## config.mk

```make
export PLATFORM = sky130hd
export DESIGN_NAME = array_priority_queue_delete_max
export DESIGN_NICKNAME = d
export VERILOG_FILES = /design/src/rtl/apq_pkg.sv /design/src/rtl/apq_ram.sv /design/src/rtl/apq_scan.sv /design/src/rtl/array_priority_queue_delete_max.sv
export SDC_FILE = /design/constraint.sdc
export NUM_CORES = 1
export LEC_CHECK = 0
export BUFFER_PORTS_ARGS = -buffer_cell sky130_fd_sc_hd__buf_4
export CAP_MARGIN = 20
export CORE_MARGIN = 4
export CORE_UTILIZATION = 40
export DETAILED_ROUTE_END_ITERATION = 16
export PLACE_DENSITY_LB_ADDON = 0.12
export REMOVE_ABC_BUFFERS = 1
export SETUP_SLACK_MARGIN = 0.1
export SLEW_MARGIN = 25
export SYNTH_ARGS = -nofsm -noshare
export SYNTH_HDL_FRONTEND = slang
export SYNTH_SLANG_ARGS = --single-unit
export TNS_END_PERCENT = 1
```

## constraint.sdc

```tcl
create_clock -name i_clk -period 5.7 [get_ports i_clk]
set_input_delay 0.855 -clock i_clk [delete_from_list [all_inputs] [get_ports i_clk]]
set_output_delay 0.855 -clock i_clk [all_outputs]
set_load 0.01 [all_outputs]
```

## src/rtl/apq_pkg.sv

```systemverilog
package apq_pkg;

    // Fixed field widths
    localparam int VALUE_W  = 32;
    localparam int STATUS_W = 2;

    // Default queue depth
    localparam int SLOT_COUNT_DEF = 8;

    // Command codes
    localparam logic CMD_ADD    = 1'b0;
    localparam logic CMD_DELETE = 1'b1;

    // Status codes
    localparam logic [STATUS_W-1:0] ST_DONE  = 2'd0;
    localparam logic [STATUS_W-1:0] ST_FULL  = 2'd1;
    localparam logic [STATUS_W-1:0] ST_EMPTY = 2'd2;

    // Control from the sequencer to the max-scan unit
    typedef struct packed {
        logic start;   // clear the running maximum
        logic take;    // offer the current read data as a candidate
    } t_scan_ctl;

endpackage

```

## src/rtl/apq_ram.sv

```systemverilog
module apq_ram #(
    parameter int DEPTH = apq_pkg::SLOT_COUNT_DEF,
    parameter int WIDTH = apq_pkg::VALUE_W
) (
    input  logic                     i_clk,
    input  logic                     i_we,
    input  logic [$clog2(DEPTH)-1:0] i_waddr,
    input  logic [WIDTH-1:0]         i_wdata,
    input  logic [$clog2(DEPTH)-1:0] i_raddr,
    output logic [WIDTH-1:0]         o_rdata
);

    logic [WIDTH-1:0] r_mem [DEPTH];

    always_ff @(posedge i_clk) begin
        if (i_we) begin
            r_mem[i_waddr] <= i_wdata;
        end
        o_rdata <= r_mem[i_raddr];
    end

endmodule

```

## src/rtl/apq_scan.sv

```systemverilog
module apq_scan #(
    parameter int SLOT_COUNT = apq_pkg::SLOT_COUNT_DEF
) (
    input  logic                               i_clk,
    input  logic                               i_rst_n,
    input  apq_pkg::t_scan_ctl                 i_ctl,
    input  logic signed [apq_pkg::VALUE_W-1:0] i_data,
    input  logic [$clog2(SLOT_COUNT)-1:0]      i_index,
    output logic signed [apq_pkg::VALUE_W-1:0] o_best,
    output logic [$clog2(SLOT_COUNT)-1:0]      o_pos,
    output logic                               o_found
);
    import apq_pkg::*;

    logic better;

    // Strict compare keeps the lowest slot on ties
    assign better = !o_found || (i_data > o_best);

    always_ff @(posedge i_clk) begin
        if (!i_rst_n) begin
            o_found <= 1'b0;
        end else if (i_ctl.start) begin
            o_found <= 1'b0;
        end else if (i_ctl.take && better) begin
            o_found <= 1'b1;
            o_best  <= i_data;
            o_pos   <= i_index;
        end
    end

endmodule

```

## src/rtl/array_priority_queue_delete_max.sv

```systemverilog
// Channel  | Direction | Valid        | Stall        | Payload
// ---------+-----------+--------------+--------------+-------------------------------------------
// command  | in        | i_in_valid   | o_in_stall   | i_cmd, i_value_in
// result   | out       | o_out_valid  | i_out_stall  | o_status, o_removed_value, o_is_empty,
//          |           |              |              | o_is_full
//
// An add or a refused transaction goes from acceptance to S_DONE, which loads the result
// register once it is free. A delete on a non-empty queue passes through S_SCAN, which
// reads one slot per cycle from the value memory, then S_DRAIN for the registered read
// data and S_FIN to commit, before S_DONE.
// Reset (synchronous, active low) clears the deleted marks and both counters; no memory sweep.
// The result register holds one finished transaction, so a new command is taken while it
// waits; a stalled result only holds the block once the next result is ready.
module array_priority_queue_delete_max #(
    parameter int SLOT_COUNT = apq_pkg::SLOT_COUNT_DEF
) (
    input  logic                                i_clk,
    input  logic                                i_rst_n,
    input  logic                                i_in_valid,
    output logic                                o_in_stall,
    input  logic                                i_cmd,
    input  logic signed [apq_pkg::VALUE_W-1:0]  i_value_in,
    output logic                                o_out_valid,
    input  logic                                i_out_stall,
    output logic [apq_pkg::STATUS_W-1:0]        o_status,
    output logic signed [apq_pkg::VALUE_W-1:0]  o_removed_value,
    output logic                                o_is_empty,
    output logic                                o_is_full
);
    import apq_pkg::*;

    localparam int IDX_W = $clog2(SLOT_COUNT);
    localparam int CNT_W = $clog2(SLOT_COUNT + 1);
    localparam logic [CNT_W-1:0] FULL_CNT = CNT_W'(SLOT_COUNT);

    typedef enum logic [2:0] {
        S_IDLE,
        S_SCAN,
        S_DRAIN,
        S_FIN,
        S_DONE
    } t_state;

    t_state                r_state;
    logic [CNT_W-1:0]      r_used;      // slots used since the queue was last emptied
    logic [CNT_W-1:0]      r_live;      // undeleted entries
    logic [SLOT_COUNT-1:0] r_deleted;
    logic [IDX_W-1:0]      r_idx;       // scan read address
    logic                  r_rd_vld;
    logic [IDX_W-1:0]      r_rd_idx;    // slot of the data now on the memory output

    // Pending result, waiting for the output register
    logic [STATUS_W-1:0]      r_res_status;
    logic signed [VALUE_W-1:0] r_res_removed;
    logic                     r_res_empty;
    logic                     r_res_full;

    logic                      accept;
    logic                      add_ok;
    logic                      last_issue;
    logic                      out_free;
    logic [CNT_W-1:0]          n_live;
    logic [CNT_W-1:0]          n_used;
    logic signed [VALUE_W-1:0] rdata;
    logic signed [VALUE_W-1:0] best;
    logic [IDX_W-1:0]          best_pos;
    logic                      found;
    t_scan_ctl                 scan_ctl;

    assign o_in_stall = (r_state != S_IDLE);
    assign accept     = i_in_valid && (r_state == S_IDLE);
    assign add_ok     = accept && (i_cmd == CMD_ADD) && (r_used != FULL_CNT);
    assign last_issue = ((CNT_W'(r_idx) + CNT_W'(1)) == r_used);
    assign out_free   = !o_out_valid || !i_out_stall;

    // Counters after the delete commits; the counter drops to zero with the last live entry
    assign n_live = r_live - CNT_W'(1);
    assign n_used = (n_live == '0) ? '0 : r_used;

    assign scan_ctl.start = accept;
    assign scan_ctl.take  = r_rd_vld && !r_deleted[r_rd_idx];

    apq_ram #(
        .DEPTH (SLOT_COUNT),
        .WIDTH (VALUE_W)
    ) u_ram (
        .i_clk   (i_clk),
        .i_we    (add_ok),
        .i_waddr (r_used[IDX_W-1:0]),
        .i_wdata (i_value_in),
        .i_raddr (r_idx),
        .o_rdata (rdata)
    );

    apq_scan #(
        .SLOT_COUNT (SLOT_COUNT)
    ) u_scan (
        .i_clk   (i_clk),
        .i_rst_n (i_rst_n),
        .i_ctl   (scan_ctl),
        .i_data  (rdata),
        .i_index (r_rd_idx),
        .o_best  (best),
        .o_pos   (best_pos),
        .o_found (found)
    );

    always_ff @(posedge i_clk) begin
        if (!i_rst_n) begin
            r_state     <= S_IDLE;
            r_used      <= '0;
            r_live      <= '0;
            r_deleted   <= '0;
            r_idx       <= '0;
            r_rd_vld    <= 1'b0;
            o_out_valid <= 1'b0;
        end else begin
            // Track reads in flight: one per scan cycle
            r_rd_vld <= (r_state == S_SCAN);
            r_rd_idx <= r_idx;

            // Drop the result once taken, load a new one when ready
            if (r_state == S_DONE && out_free) begin
                o_out_valid <= 1'b1;
            end else if (!i_out_stall) begin
                o_out_valid <= 1'b0;
            end

            case (r_state)
                S_IDLE: begin
                    if (accept) begin
                        r_res_removed <= '0;
                        if (i_cmd == CMD_ADD) begin
                            if (r_used == FULL_CNT) begin
                                r_res_status <= ST_FULL;
                                r_res_empty  <= (r_used == '0);
                                r_res_full   <= 1'b1;
                            end else begin
                                // Append in the next free slot and revive its mark
                                r_deleted[r_used[IDX_W-1:0]] <= 1'b0;
                                r_used       <= r_used + CNT_W'(1);
                                r_live       <= r_live + CNT_W'(1);
                                r_res_status <= ST_DONE;
                                r_res_empty  <= 1'b0;
                                r_res_full   <= ((r_used + CNT_W'(1)) == FULL_CNT);
                            end
                            r_state <= S_DONE;
                        end else if (r_used == '0) begin
                            r_res_status <= ST_EMPTY;
                            r_res_empty  <= 1'b1;
                            r_res_full   <= 1'b0;
                            r_state      <= S_DONE;
                        end else begin
                            r_idx   <= '0;
                            r_state <= S_SCAN;
                        end
                    end
                end
                S_SCAN: begin
                    // Issue one slot read per cycle up to the last used slot
                    if (last_issue) begin
                        r_state <= S_DRAIN;
                    end else begin
                        r_idx <= r_idx + IDX_W'(1);
                    end
                end
                S_DRAIN: begin
                    // Last read data enters the scan unit
                    r_state <= S_FIN;
                end
                S_FIN: begin
                    if (found) begin
                        r_deleted[best_pos] <= 1'b1;
                        r_live        <= n_live;
                        r_used        <= n_used;
                        r_res_status  <= ST_DONE;
                        r_res_removed <= best;
                        r_res_empty   <= (n_used == '0);
                        r_res_full    <= (n_used == FULL_CNT);
                    end else begin
                        r_res_status  <= ST_EMPTY;
                        r_res_removed <= '0;
                        r_res_empty   <= (r_used == '0);
                        r_res_full    <= (r_used == FULL_CNT);
                    end
                    r_state <= S_DONE;
                end
                S_DONE: begin
                    // Hold the pending result until the output register frees up
                    if (out_free) begin
                        o_status        <= r_res_status;
                        o_removed_value <= r_res_removed;
                        o_is_empty      <= r_res_empty;
                        o_is_full       <= r_res_full;
                        r_state         <= S_IDLE;
                    end
                end
                default: begin
                    r_state <= S_IDLE;
                end
            endcase
        end
    end

    // Live entries never outnumber used slots
    a_live_le_used: assert property (@(posedge i_clk) disable iff (!i_rst_n)
        r_live <= r_used)
        else $error("live count exceeds used slot count");

    // The queue is empty exactly when the slot counter is zero
    a_empty_match: assert property (@(posedge i_clk) disable iff (!i_rst_n)
        (r_used == '0) == (r_live == '0))
        else $error("slot counter and live count disagree on emptiness");

    // Slot counter stays within the array
    a_used_bound: assert property (@(posedge i_clk) disable iff (!i_rst_n)
        r_used <= FULL_CNT)
        else $error("slot counter beyond array depth");

    // A refused transaction removes nothing
    a_refused_zero: assert property (@(posedge i_clk) disable iff (!i_rst_n)
        o_out_valid && (o_status != ST_DONE) |-> (o_removed_value == '0))
        else $error("refused transaction returned a value");

endmodule
```

==> metrics.yaml, run 1 <==
run_status: "complete, no violations"
ir_drop_mv: 0.223
r2r_cells: 8
synth_compound_area_frac: 0.0269
drt_iter0_drc: 499
netlist_top_cells_area: "edfxtp_1 (68%), mux4_2 (9.2%), dfxtp_1 (7.1%)"
routed_wl_mm: 32.5
nets: 1048
ys_seq_area_frac: 0.755
fillers: 3403
yosys.cell_count.top_type: "edfxtp_1"
slew_viol_final: 0
track_usage: 0.151
antenna_cells: 0
vias: 7817
rows: 73
dieArea_sq_um: 43500
p_leak_nw: 6.34
setup_tns_ps: 0
r2r-start: "u_scan.o_best[9]"
synth_common_cells: "edfxtp_1 (366), mux4_2 (66), dfxtp_1 (57)"
fin_area_sq_um: 18800
cp_max_fo: 20
cts_buffer_depth: 3
postSynthAreaPerCell_sq_um: 18.5
min_path_cells: 0
clk_pin_slew_ps: 60
min_from: "r_res_removed[28]"
place_area_sq_um: 17400
gp_congestion: 0.749
worstHoldEndpoint: "o_removed_value[28]"
areaGrowthSynthToFinish_pct: 17.2
ys_ff_latch: 423
grt_overflow_total: 0
synth_flop_cell: "edfxtp_1"
cts_tree: "done"
core-area_sq_um: 39700
period_needed_ps: 3400
yosysTopAreaCell: "edfxtp_1"
clkLatencyLatePin_ps: 560
synthSimpleGateAreaFrac: 0.0484
start_kind: "flop"
worst_slew_pin_slew_ps: 1030
r2r_slack_ps: 2300
timing.rr.end: "u_scan.o_best[11]"
skew_ps: 18.9
setup_viol: 0
finalPower_mw: 6.61
grt_pass1_wl_mm: 50.5
antenna_found_initial: 0
cts_post_setup_buffers_inserted: 0
synthArstFlopShare: 0
routedWlPerCell_um: 21.2
route.detailed.drc: 0
netlist_instances: 867
cts_buffers: 46
pwr_density_cell_nw_per_um2: 351
holdWs_ps: 411
synth_cell_type_count: 55
synth_edf_count: 366
end_kind: "flop"
pin_count: 75
holdBufCountCts: 0
grt_setup_unrepaired: "false"
crit_type: "reg2reg"
die_height_um: 208
drive_gt1_frac: 0.279
dp_hpwl_mm: 19.5
netlist_area_sq_um: 16100
drv_cap: 0
start_util: 0.405
fin_crit_sh: 0.596
htreeDepth: 2
yosys.area.top_type_share: 0.684
synth.area.mux_share: 0.117
post_cts_resized: 0
hold_class: "reg2reg"
worst_ep_required_time_ps: 5920
cts-root-buf: "clkbuf_16"
max_freq_mhz: 294
max-slew-margin-rel: 0.311
io_buffers: 74
synth_xor_area_frac: 0.00436
worst_ep_arrival_time_ps: 3610
antenna_left: 0
cts.sinks: 423
hold_violations: 0
synth_top_family_by_area: "multiplexers"
drt-pass1-iter-count: 5
die_x_um: 208
synthAdderAreaFrac: 0.0296
grt_max_degree: 47
yosys_warnings: 0
via_per_inst: 5.09
grt_pass1_vias: 8209
## area by class of cell
cell class | instances | area [sq um] | area share
repair buffers | 92 | 723 | 0.0384
clock buffers | 74 | 1360 | 0.0722
inverters | 41 | 154 | 0.00817
flip-flops and latches | 423 | 12100 | 0.644
clock inverters | 12 | 85.1 | 0.00451
multi-input cells | 369 | 3730 | 0.198
well taps | 525 | 657 | 0.0349
## power by group
group | internal [mW] | switching (mW)
combinational | 0.135 | 0.166
sequential | 3.44 | 0.0388
clock | 1.68 | 1.15
total | 5.26 | 1.36
## cell families (layout without fill, tap and decap cells)
group / after synthesis / count (layout)
XOR/XNOR: 8 / 8
multiplexers: 101 / 101
AND/OR/NAND/NOR: 151 / 151
adder cells (fa/ha/maj): 38 / 38
buffers and inverters: 75 / 219
AO/OA/AOI/OAI: 71 / 71
flip-flops: 423 / 423
## critical path, cell delays in order (launching register included)
cell and delay, ps:
edfxtp_1 360, inv_1 80, ha_1 240, a21oi_1 140
o21ai_0 100, a221oi_1 470, o211ai_1 250, a311oi_4 950
buf_4 470
## layout by cell type (no fill, tap or decap), drive strengths merged, types with 2 or more instances in the layout
cell type,count
nand2b,3
clkbuf,74
nor3,20
nor3b,5
and4,2
nor4,4
edfxtp,366
dfxtp,57
mux4,66
and3,2
nand3b,5
nand4,9
and3b,2
mux2,34
o21ai,14
clkinv,9
a41oi,2
a31oi,6
nor2,56
nand3,6
a21oi,33
o211ai,2
ha,38
nor2b,3
inv,42
xnor2,7
a311oi,3
buf,92
and2,2
nand2,28
## sequential cells by signal, indices dropped and copies added, names as in the netlist, 2 cells and up
signal	cells
o_removed_value	32
o_status	2
r_deleted	8
r_idx	3
r_live	4
r_rd_idx	3
r_res_removed	32
r_res_status	2
r_state	3
r_used	4
u_ram.o_rdata	32
u_ram.r_mem	256
u_scan.o_best	32
u_scan.o_pos	3
## how the worst max path moves through the flow
| stage | startpoint | to |
|---|---|---|
| detailed placement | i_in_valid | u_ram.r_mem[3][26] |
| global placement | i_in_valid | u_ram.r_mem[3][26] |
| floorplan | u_scan.o_best[31] | u_scan.o_best[0] |
| finish | u_scan.o_best[9] | u_scan.o_best[11] |
| global route | u_scan.o_best[14] | u_scan.o_best[8] |
| CTS | u_scan.o_best[9] | u_scan.o_best[8] |
## per-layer routing
layer,vias up,global-route usage,part of all wire
met5,-,0,0
met4,0,0.0460,0.018
met3,45,0.0256,0.039
met2,145,0.241,0.48
met1,4006,0.216,0.46
li1,3621,-,-
## stage by stage
step / utilization / cells / setup WS (ps)
2_1_floorplan: - / 833 / 1130
3_3_place_gp: 0.437 / 1448 / 2090
3_5_place_dp: 0.437 / 1449 / 2120
4_1_cts: 0.474 / 1535 / 2210
5_1_grt: 0.474 / 1536 / 2000
6_report: 0.474 / 1536 / 2300
No activity file was read; power rests on OpenSTA's default activity.
==> run 2: changes to the inputs <==
--- a/config.mk
+++ b/config.mk
@@ -5,6 +5,7 @@
 export SDC_FILE = /design/constraint.sdc
 export NUM_CORES = 1
 export LEC_CHECK = 0
+export ABC_AREA = 1
 export BUFFER_PORTS_ARGS = -buffer_cell sky130_fd_sc_hd__buf_4
 export CAP_MARGIN = 20
 export CORE_MARGIN = 4
==> constraint.sdc (replaced) <==
create_clock -name i_clk -period 3.04 [get_ports i_clk]
set_input_delay 0.456 -clock i_clk [delete_from_list [all_inputs] [get_ports i_clk]]
set_output_delay 0.456 -clock i_clk [all_outputs]
set_load 0.01 [all_outputs]
==> run 2 against run 1 <==
Compared with the run above:
- non-clock buffer count grew 11
- largest power group unchanged
- core utilization increased by 0.44 points
- largest cell class unchanged
- hold slack lost 290 ps
- synthesized cell count up 47%
==> metrics.yaml, run 2 <==
run_status: "complete, no violations"  # unchanged
fillers: 3616  # was 3403
netlist_area_sq_um: 16400  # was 16100 sq um
worst_ep_required_time_ps: 3290  # was 5920 ps
dp_hpwl_mm: 21.6  # was 19.5 mm
cts_tree: "done"  # unchanged
top_register: "u_ram.r_mem"  # unchanged
cts_buffers: 45  # was 46
crit_family: "simple AND/OR/NAND/NOR gates"  # was compound AO/OA/AOI/OAI gates
crit_top_cell: "nand2_1"
timing.rr.end: "u_scan.o_best[21]"  # was u_scan.o_best[11]
slowest_delay_ps: 320  # was 950 ps
ys_ff_latch: 423  # unchanged
path_buf_inv: 2  # unchanged
worst_ep_arrival_time_ps: 2560  # was 3610 ps
pwr_density_cell_nw_per_um2: 673  # was 351 nW/um^2
worst_slew_pin_slew_ps: 752  # was 1030 ps
antenna_left: 0  # unchanged
areaGrowthSynthToFinish_pct: 17.1  # was 17.2%
synth_cell_type_count: 43  # was 55
placed_cells: 1845  # was 1449
slew_viol_final: 0  # unchanged
rows: 73  # unchanged
route.detailed.drc: 0  # unchanged
final_common_cell: "edfxtp_1"  # unchanged
hold_class: "in2reg"  # was reg2reg
yosys.area.top_type_share: 0.669  # was 0.684
htreeDepth: 2  # unchanged
routed_wl_mm: 36.0  # was 32.5 mm
seq_area_sq_um: 12100  # about the same
post_cts_resized: 0  # unchanged
largest_reg_flops: 256  # unchanged
postSynthAreaPerCell_sq_um: 12.9  # was 18.5 sq um
cts_post_setup_buffers_inserted: 0  # unchanged
yosys.cell_count.top_type: "edfxtp_1"  # unchanged
pin_count: 75  # unchanged
r2r-start: "u_scan.o_best[27]"  # was u_scan.o_best[9]
track_usage: 0.162  # was 0.151
vias: 9743  # was 7817
final_cell_mix: "edfxtp_1 (366), nor2_1 (279), o21ai_0 (137)"  # was edfxtp_1 (366), buf_4 (90), mux4_2 (66)
skew_ps: 14.7  # was 18.9 ps
hold_violations: 0  # unchanged
yosys_warnings: 0  # unchanged
clk_pin_slew_ps: 60  # about the same
synth_flop_cell: "edfxtp_1"  # unchanged
endpoint: "u_scan.o_best[21]"  # was u_scan.o_best[11]
netlist_top_cells_area: "edfxtp_1 (67%), dfxtp_1 (6.9%), nor2_1 (6.4%)"  # was edfxtp_1 (68%), mux4_2 (9.2%), dfxtp_1 (7.1%)
io_buffers: 74  # unchanged
cts-root-buf: "clkbuf_16"  # unchanged
finalPower_mw: 12.9  # was 6.61 mW
start_util: 0.409  # was 0.405
antenna_cells: 0  # unchanged
setup_tns_ps: 0  # unchanged
cp_max_fo: 19  # was 20
die_x_um: 211  # was 208 um
grt_overflow_total: 0  # unchanged
grt_pass1_wl_mm: 55.4  # was 50.5 mm
gp_congestion: 0.804  # was 0.749
crit_type: "reg2reg"  # unchanged
max-slew-margin-rel: 0.498  # was 0.311
start_kind: "flop"  # unchanged
post_layout_nonfiller_instances: 1928  # was 1536
synth_common_cells: "edfxtp_1 (366), nor2_1 (282), o21ai_0 (137)"  # was edfxtp_1 (366), mux4_2 (66), dfxtp_1 (57)
routedWlPerCell_um: 18.7  # was 21.2 um
grt_setup_unrepaired: "false"  # unchanged
max_freq_mhz: 434  # was 294 MHz
ys_seq_area_frac: 0.738  # was 0.755
grt_max_degree: 67  # was 47
yosysTopAreaCell: "edfxtp_1"  # unchanged
drive_gt1_frac: 0.148  # was 0.279
clkLatencyLatePin_ps: 570  # was 560 ps
core-area_sq_um: 40200  # was 39700 sq um
drt-pass1-iter-count: 5  # unchanged
antenna_found_initial: 3  # was 0
holdBufCountCts: 0  # unchanged
critical_path.cell_chain: "inv_1 -> ha_1 -> nand2_1 -> nor2_1 -> nand2_1 -> nor2_1 -> nand2_1 -> nand3_1 -> nor2_1 -> a21oi_1 -> nand2_1 -> a21oi_4 -> buf_4"  # was inv_1 -> ha_1 -> a21oi_1 -> o21ai_0 -> a221oi_1 -> o211ai_1 -> a311oi_4 -> buf_4
multi_input_area_sq_um: 3820  # was 3730 sq um
setup_viol: 0  # unchanged
dieArea_sq_um: 44400  # was 43500 sq um
drt_iter0_drc: 484  # was 499
ir_drop_mv: 0.453  # was 0.223 mV
synth_edf_count: 366  # unchanged
cp.depth: 13  # was 8
r2r_slack_ps: 730  # was 2300 ps
cts_buffer_depth: 3  # unchanged
via_per_inst: 5.05  # was 5.09
r2r_cells: 13  # was 8
p_leak_nw: 6.93  # was 6.34 nW
fin_crit_sh: 0.759  # was 0.596
crit_start: "u_scan.o_best[27]"  # was u_scan.o_best[9]
synthArstFlopShare: 0  # unchanged
cts.sinks: 423  # unchanged
die_height_um: 211  # was 208 um
nets: 1442  # was 1048
min_from: "i_value_in[11]"  # was r_res_removed[28]
drv_cap: 0  # unchanged
min_path_cells: 1  # was 0
cp_slowest_cell: "edfxtp_1"  # was a311oi_4
period_needed_ps: 2310  # was 3400 ps
grt_pass1_vias: 9424  # was 8209
end_kind: "flop"  # unchanged
netlist_instances: 1275  # was 867
## run 2: cell count changes after synthesis, sizes merged, moves of 34 or more
cell   delta
inv      +44
o21ai   +131
a31oi    +38
nor2    +231
mux4     -66
nand2    +43
mux2     -34
## run 2: cell families after synthesis
| group | after synthesis | share of synthesized area |
|---|---|---|
| fa+ha+maj | 38 | 0.0289 |
| xor+xnor | 9 | 0.00480 |
| compound gates | 259 | 0.0875 |
| flops | 423 | 0.738 |
| simple gates | 403 | 0.106 |
| buf+inv | 143 | 0.0349 |
## run 2: worst register-to-register path, stage by stage (launching register included)
cell	delay (ps)
edfxtp_1	320
inv_1	50
ha_1	290
nand2_1	70
nor2_1	130
nand2_1	100
nor2_1	120
nand2_1	70
nand3_1	100
nor2_1	50
a21oi_1	140
nand2_1	110
a21oi_4	130
buf_4	290
## run 2: routing by layer
metal  wire (um)  GRT usage  vias to the layer above
met2       16300      0.252                      201
li1            -          -                     4744
met5           0          0                        -
met1       17400      0.237                     4753
met3        1670     0.0309                       45
met4         599     0.0385                        0
## run 2: power by group
part           internal, mW  total, mW  leakage [nW]  switching, mW
logic                 0.385       1.13          2.46          0.746
registers              6.59       6.73          3.80          0.141
clock network          2.92       5.08         0.663           2.16
## run 2: through the flow
step	instance area, sq um	setup slack [ps]	utilization	hold WS [ps]
3_5_place_dp	17900	734	0.444	405
5_1_grt	19200	532	0.479	97.2
6_report	19200	734	0.479	120
4_1_cts	19200	724	0.479	87.1
3_3_place_gp	17900	773	0.444	406
2_1_floorplan	16200	-1690	-	400
## run 2: layout make-up
type / instances / share of cell area
clock buffer: 63 / 0.0641
clock inverter: 20 / 0.00741
inverter: 85 / 0.0169
multi-input combinational: 709 / 0.199
sequential: 423 / 0.631
tap: 525 / 0.0341
timing repair buffer: 103 / 0.0480
## run 2: how the worst min path moves through the flow
stage / slack (ps) / end
after global routing: 100 / u_ram.r_mem[7][5]
after CTS: 90 / u_ram.r_mem[7][5]
after global placement: 410 / o_removed_value[22]
after floorplan: 400 / o_is_empty
after detailed placement: 400 / o_removed_value[15]
final: 120 / u_ram.r_mem[6][11]
==> run 3: changes to the inputs <==
--- a/config.mk
+++ b/config.mk
@@ -5,7 +5,7 @@
 export SDC_FILE = /design/constraint.sdc
 export NUM_CORES = 1
 export LEC_CHECK = 0
-export ABC_AREA = 1
+export ABC_AREA = 0
 export BUFFER_PORTS_ARGS = -buffer_cell sky130_fd_sc_hd__buf_4
 export CAP_MARGIN = 20
 export CORE_MARGIN = 4
==> constraint.sdc (replaced) <==
create_clock -name i_clk -period 2.1 [get_ports i_clk]
set_input_delay 0.315 -clock i_clk [delete_from_list [all_inputs] [get_ports i_clk]]
set_output_delay 0.315 -clock i_clk [all_outputs]
set_load 0.01 [all_outputs]
==> run 3 against run 2 <==
Compared with the run above:
- the run now ends with negative setup slack left
- setup slack got worse by 1000 ps
- routed wire length decreased by 8.7%
- power increased by 41%
- final area increased by 3.9%
- count of clock-buffer cells in the layout unchanged
- combinational power decreased by 13%
- critical path depth decreased by 4
- core utilization increased by 2.4 points
- critical path type unchanged
- largest cell class unchanged
==> metrics.yaml, run 3 (synthesis gave the netlist of run 1 again) <==
worst_ep_arrival_time_ps: 2640  # was 2560 ps
dieArea_sq_um: 43500  # was 44400 sq um
grt_setup_unrepaired: "true"  # was false
die_height_um: 208  # was 211 um
holdWs_ps: 53.5  # was 120 ps
max-slew-margin-rel: 0.725  # was 0.498
crit_type: "reg2reg"  # unchanged
setup_ws_ps: -281  # was 734 ps
p_leak_nw: 6.93  # about the same
cts.sinks: 423  # unchanged
fin_area_sq_um: 20000  # was 19200 sq um
final_common_cell: "edfxtp_1"  # unchanged
clkLatencyLatePin_ps: 580  # was 570 ps
grt_pass1_vias: 8621  # was 9424
gp_congestion: 0.772  # was 0.804
top_register: "u_ram.r_mem"  # unchanged
nets: 1159  # was 1442
start_kind: "flop"  # unchanged
start_util: 0.405  # was 0.409
drt-pass1-iter-count: 5  # unchanged
skew_ps: 14.3  # was 14.7 ps
fin_crit_sh: 1.13  # was 0.759
worst_slew_pin_slew_ps: 410  # was 752 ps
critical_path.cell_chain: "inv_1 -> ha_1 -> a21oi_1 -> nand2_1 -> a221oi_2 -> o211ai_1 -> buf_4 -> a311oi_4 -> buf_12"  # was inv_1 -> ha_1 -> nand2_1 -> nor2_1 -> nand2_1 -> nor2_1 -> nand2_1 -> nand3_1 -> nor2_1 -> a21oi_1 -> nand2_1 -> a21oi_4 -> buf_4
grt_pass1_wl_mm: 51.6  # was 55.4 mm
die_x_um: 208  # was 211 um
routedWlPerCell_um: 20.0  # was 18.7 um
period_needed_ps: 2380  # was 2310 ps
slowest_delay_ps: 350  # was 320 ps
multi_input_area_sq_um: 3780  # was 3820 sq um
pwr_density_cell_nw_per_um2: 912  # was 673 nW/um^2
cp_max_fo: 26  # was 19
fin_util: 0.503  # was 0.479
run_status: "complete, but fails checks"  # was complete, no violations
dp_hpwl_mm: 20.4  # was 21.6 mm
seq_area_sq_um: 12100  # about the same
cts-root-buf: "clkbuf_16"  # unchanged
slew_viol_final: 0  # unchanged
ir_drop_mv: 0.578  # was 0.453 mV
cts_tree: "done"  # unchanged
max_freq_mhz: 420  # was 434 MHz
place_area_sq_um: 18100  # was 17900 sq um
route.detailed.drc: 0  # unchanged
areaGrowthSynthToFinish_pct: 24.3  # was 17.1%
largest_reg_flops: 256  # unchanged
fillers: 3330  # was 3616
end_kind: "flop"  # unchanged
antenna_cells: 0  # unchanged
drt_iter0_drc: 380  # was 484
drive_gt1_frac: 0.335  # was 0.148
io_buffers: 74  # unchanged
track_usage: 0.154  # was 0.162
finalPower_mw: 18.2  # was 12.9 mW
via_per_inst: 4.96  # was 5.05
antenna_left: 0  # unchanged
cp_slowest_cell: "edfxtp_1"  # unchanged
rows: 73  # unchanged
core-area_sq_um: 39700  # was 40200 sq um
crit_family: "compound AO/OA/AOI/OAI gates"  # was simple AND/OR/NAND/NOR gates
path_buf_inv: 3  # was 2
drv_cap: 0  # unchanged
htreeDepth: 2  # unchanged
routed_wl_mm: 32.9  # was 36.0 mm
pin_count: 75  # unchanged
worst_ep_required_time_ps: 2360  # was 3290 ps
setup_viol: 59  # was 0
antenna_found_initial: 0  # was 3
grt_max_degree: 47  # was 67
clk_pin_slew_ps: 60  # about the same
cts_buffer_depth: 3  # unchanged
hold_class: "in2reg"  # unchanged
final_cell_mix: "edfxtp_1 (366), buf_4 (154), mux4_2 (66)"  # was edfxtp_1 (366), nor2_1 (279), o21ai_0 (137)
setup_tns_ps: -9650  # was 0 ps
cts_buffers: 45  # unchanged
vias: 8152  # was 9743
violations: "negative setup slack"
grt_overflow_total: 0  # unchanged
hold_violations: 0  # unchanged
[run 3: stage by stage]
stage	cells	setup WS (ps)
global placement	1529	-331
floorplan	833	-2470
global route	1645	-429
CTS	1645	-308
detailed placement	1529	-412
finish	1645	-281
[run 3: layout make-up]
cell class,instances,share of cell area
multi-input combinational,369,0.189
tap,525,0.0329
clock inverter,20,0.0108
timing repair buffer,204,0.0901
sequential,423,0.607
clock buffer,63,0.0622
inverter,41,0.00770
[run 3: final timing paths]
path,slack [ps],depth (start not counted),endpoint,from
max,-280,9,u_scan.o_best[22],u_scan.o_best[14]
min,50,3,o_out_valid,i_out_stall
max reg2reg,-280,9,u_scan.o_best[22],u_scan.o_best[14]
min reg2reg,420,0,o_status[0],r_res_status[0]
[run 3: worst register-to-register path, stage by stage, from the launching register on]
cell and delay [ps]:
edfxtp_1 350, inv_1 80, ha_1 260, a21oi_1 150
nand2_1 80, a221oi_2 270, o211ai_1 140, buf_4 170
a311oi_4 330, buf_12 240
[run 3: power by group]
part | internal (mW) | switching (mW)
logic | 0.485 | 0.503
clock network | 4.64 | 3.17
registers | 9.35 | 0.0852
total | 14.5 | 3.75
[run 3: timing repair]
item | in CTS | in global routing
buffers inserted | 1 | 0
pin swaps | 8 | 1
setup endpoints to repair | 297 | 306
hold buffers | 32 | 0
cloned | 0 | 0
resized for setup | 9 | 10
endpoints found under the hold margin | 256 | 0
[run 3: per-layer routing]
metal | global-route usage | wire (um)
met5 | 0 | 0
met2 | 0.250 | 15900
met4 | 0.0467 | 709
met1 | 0.213 | 15000
met3 | 0.0277 | 1250
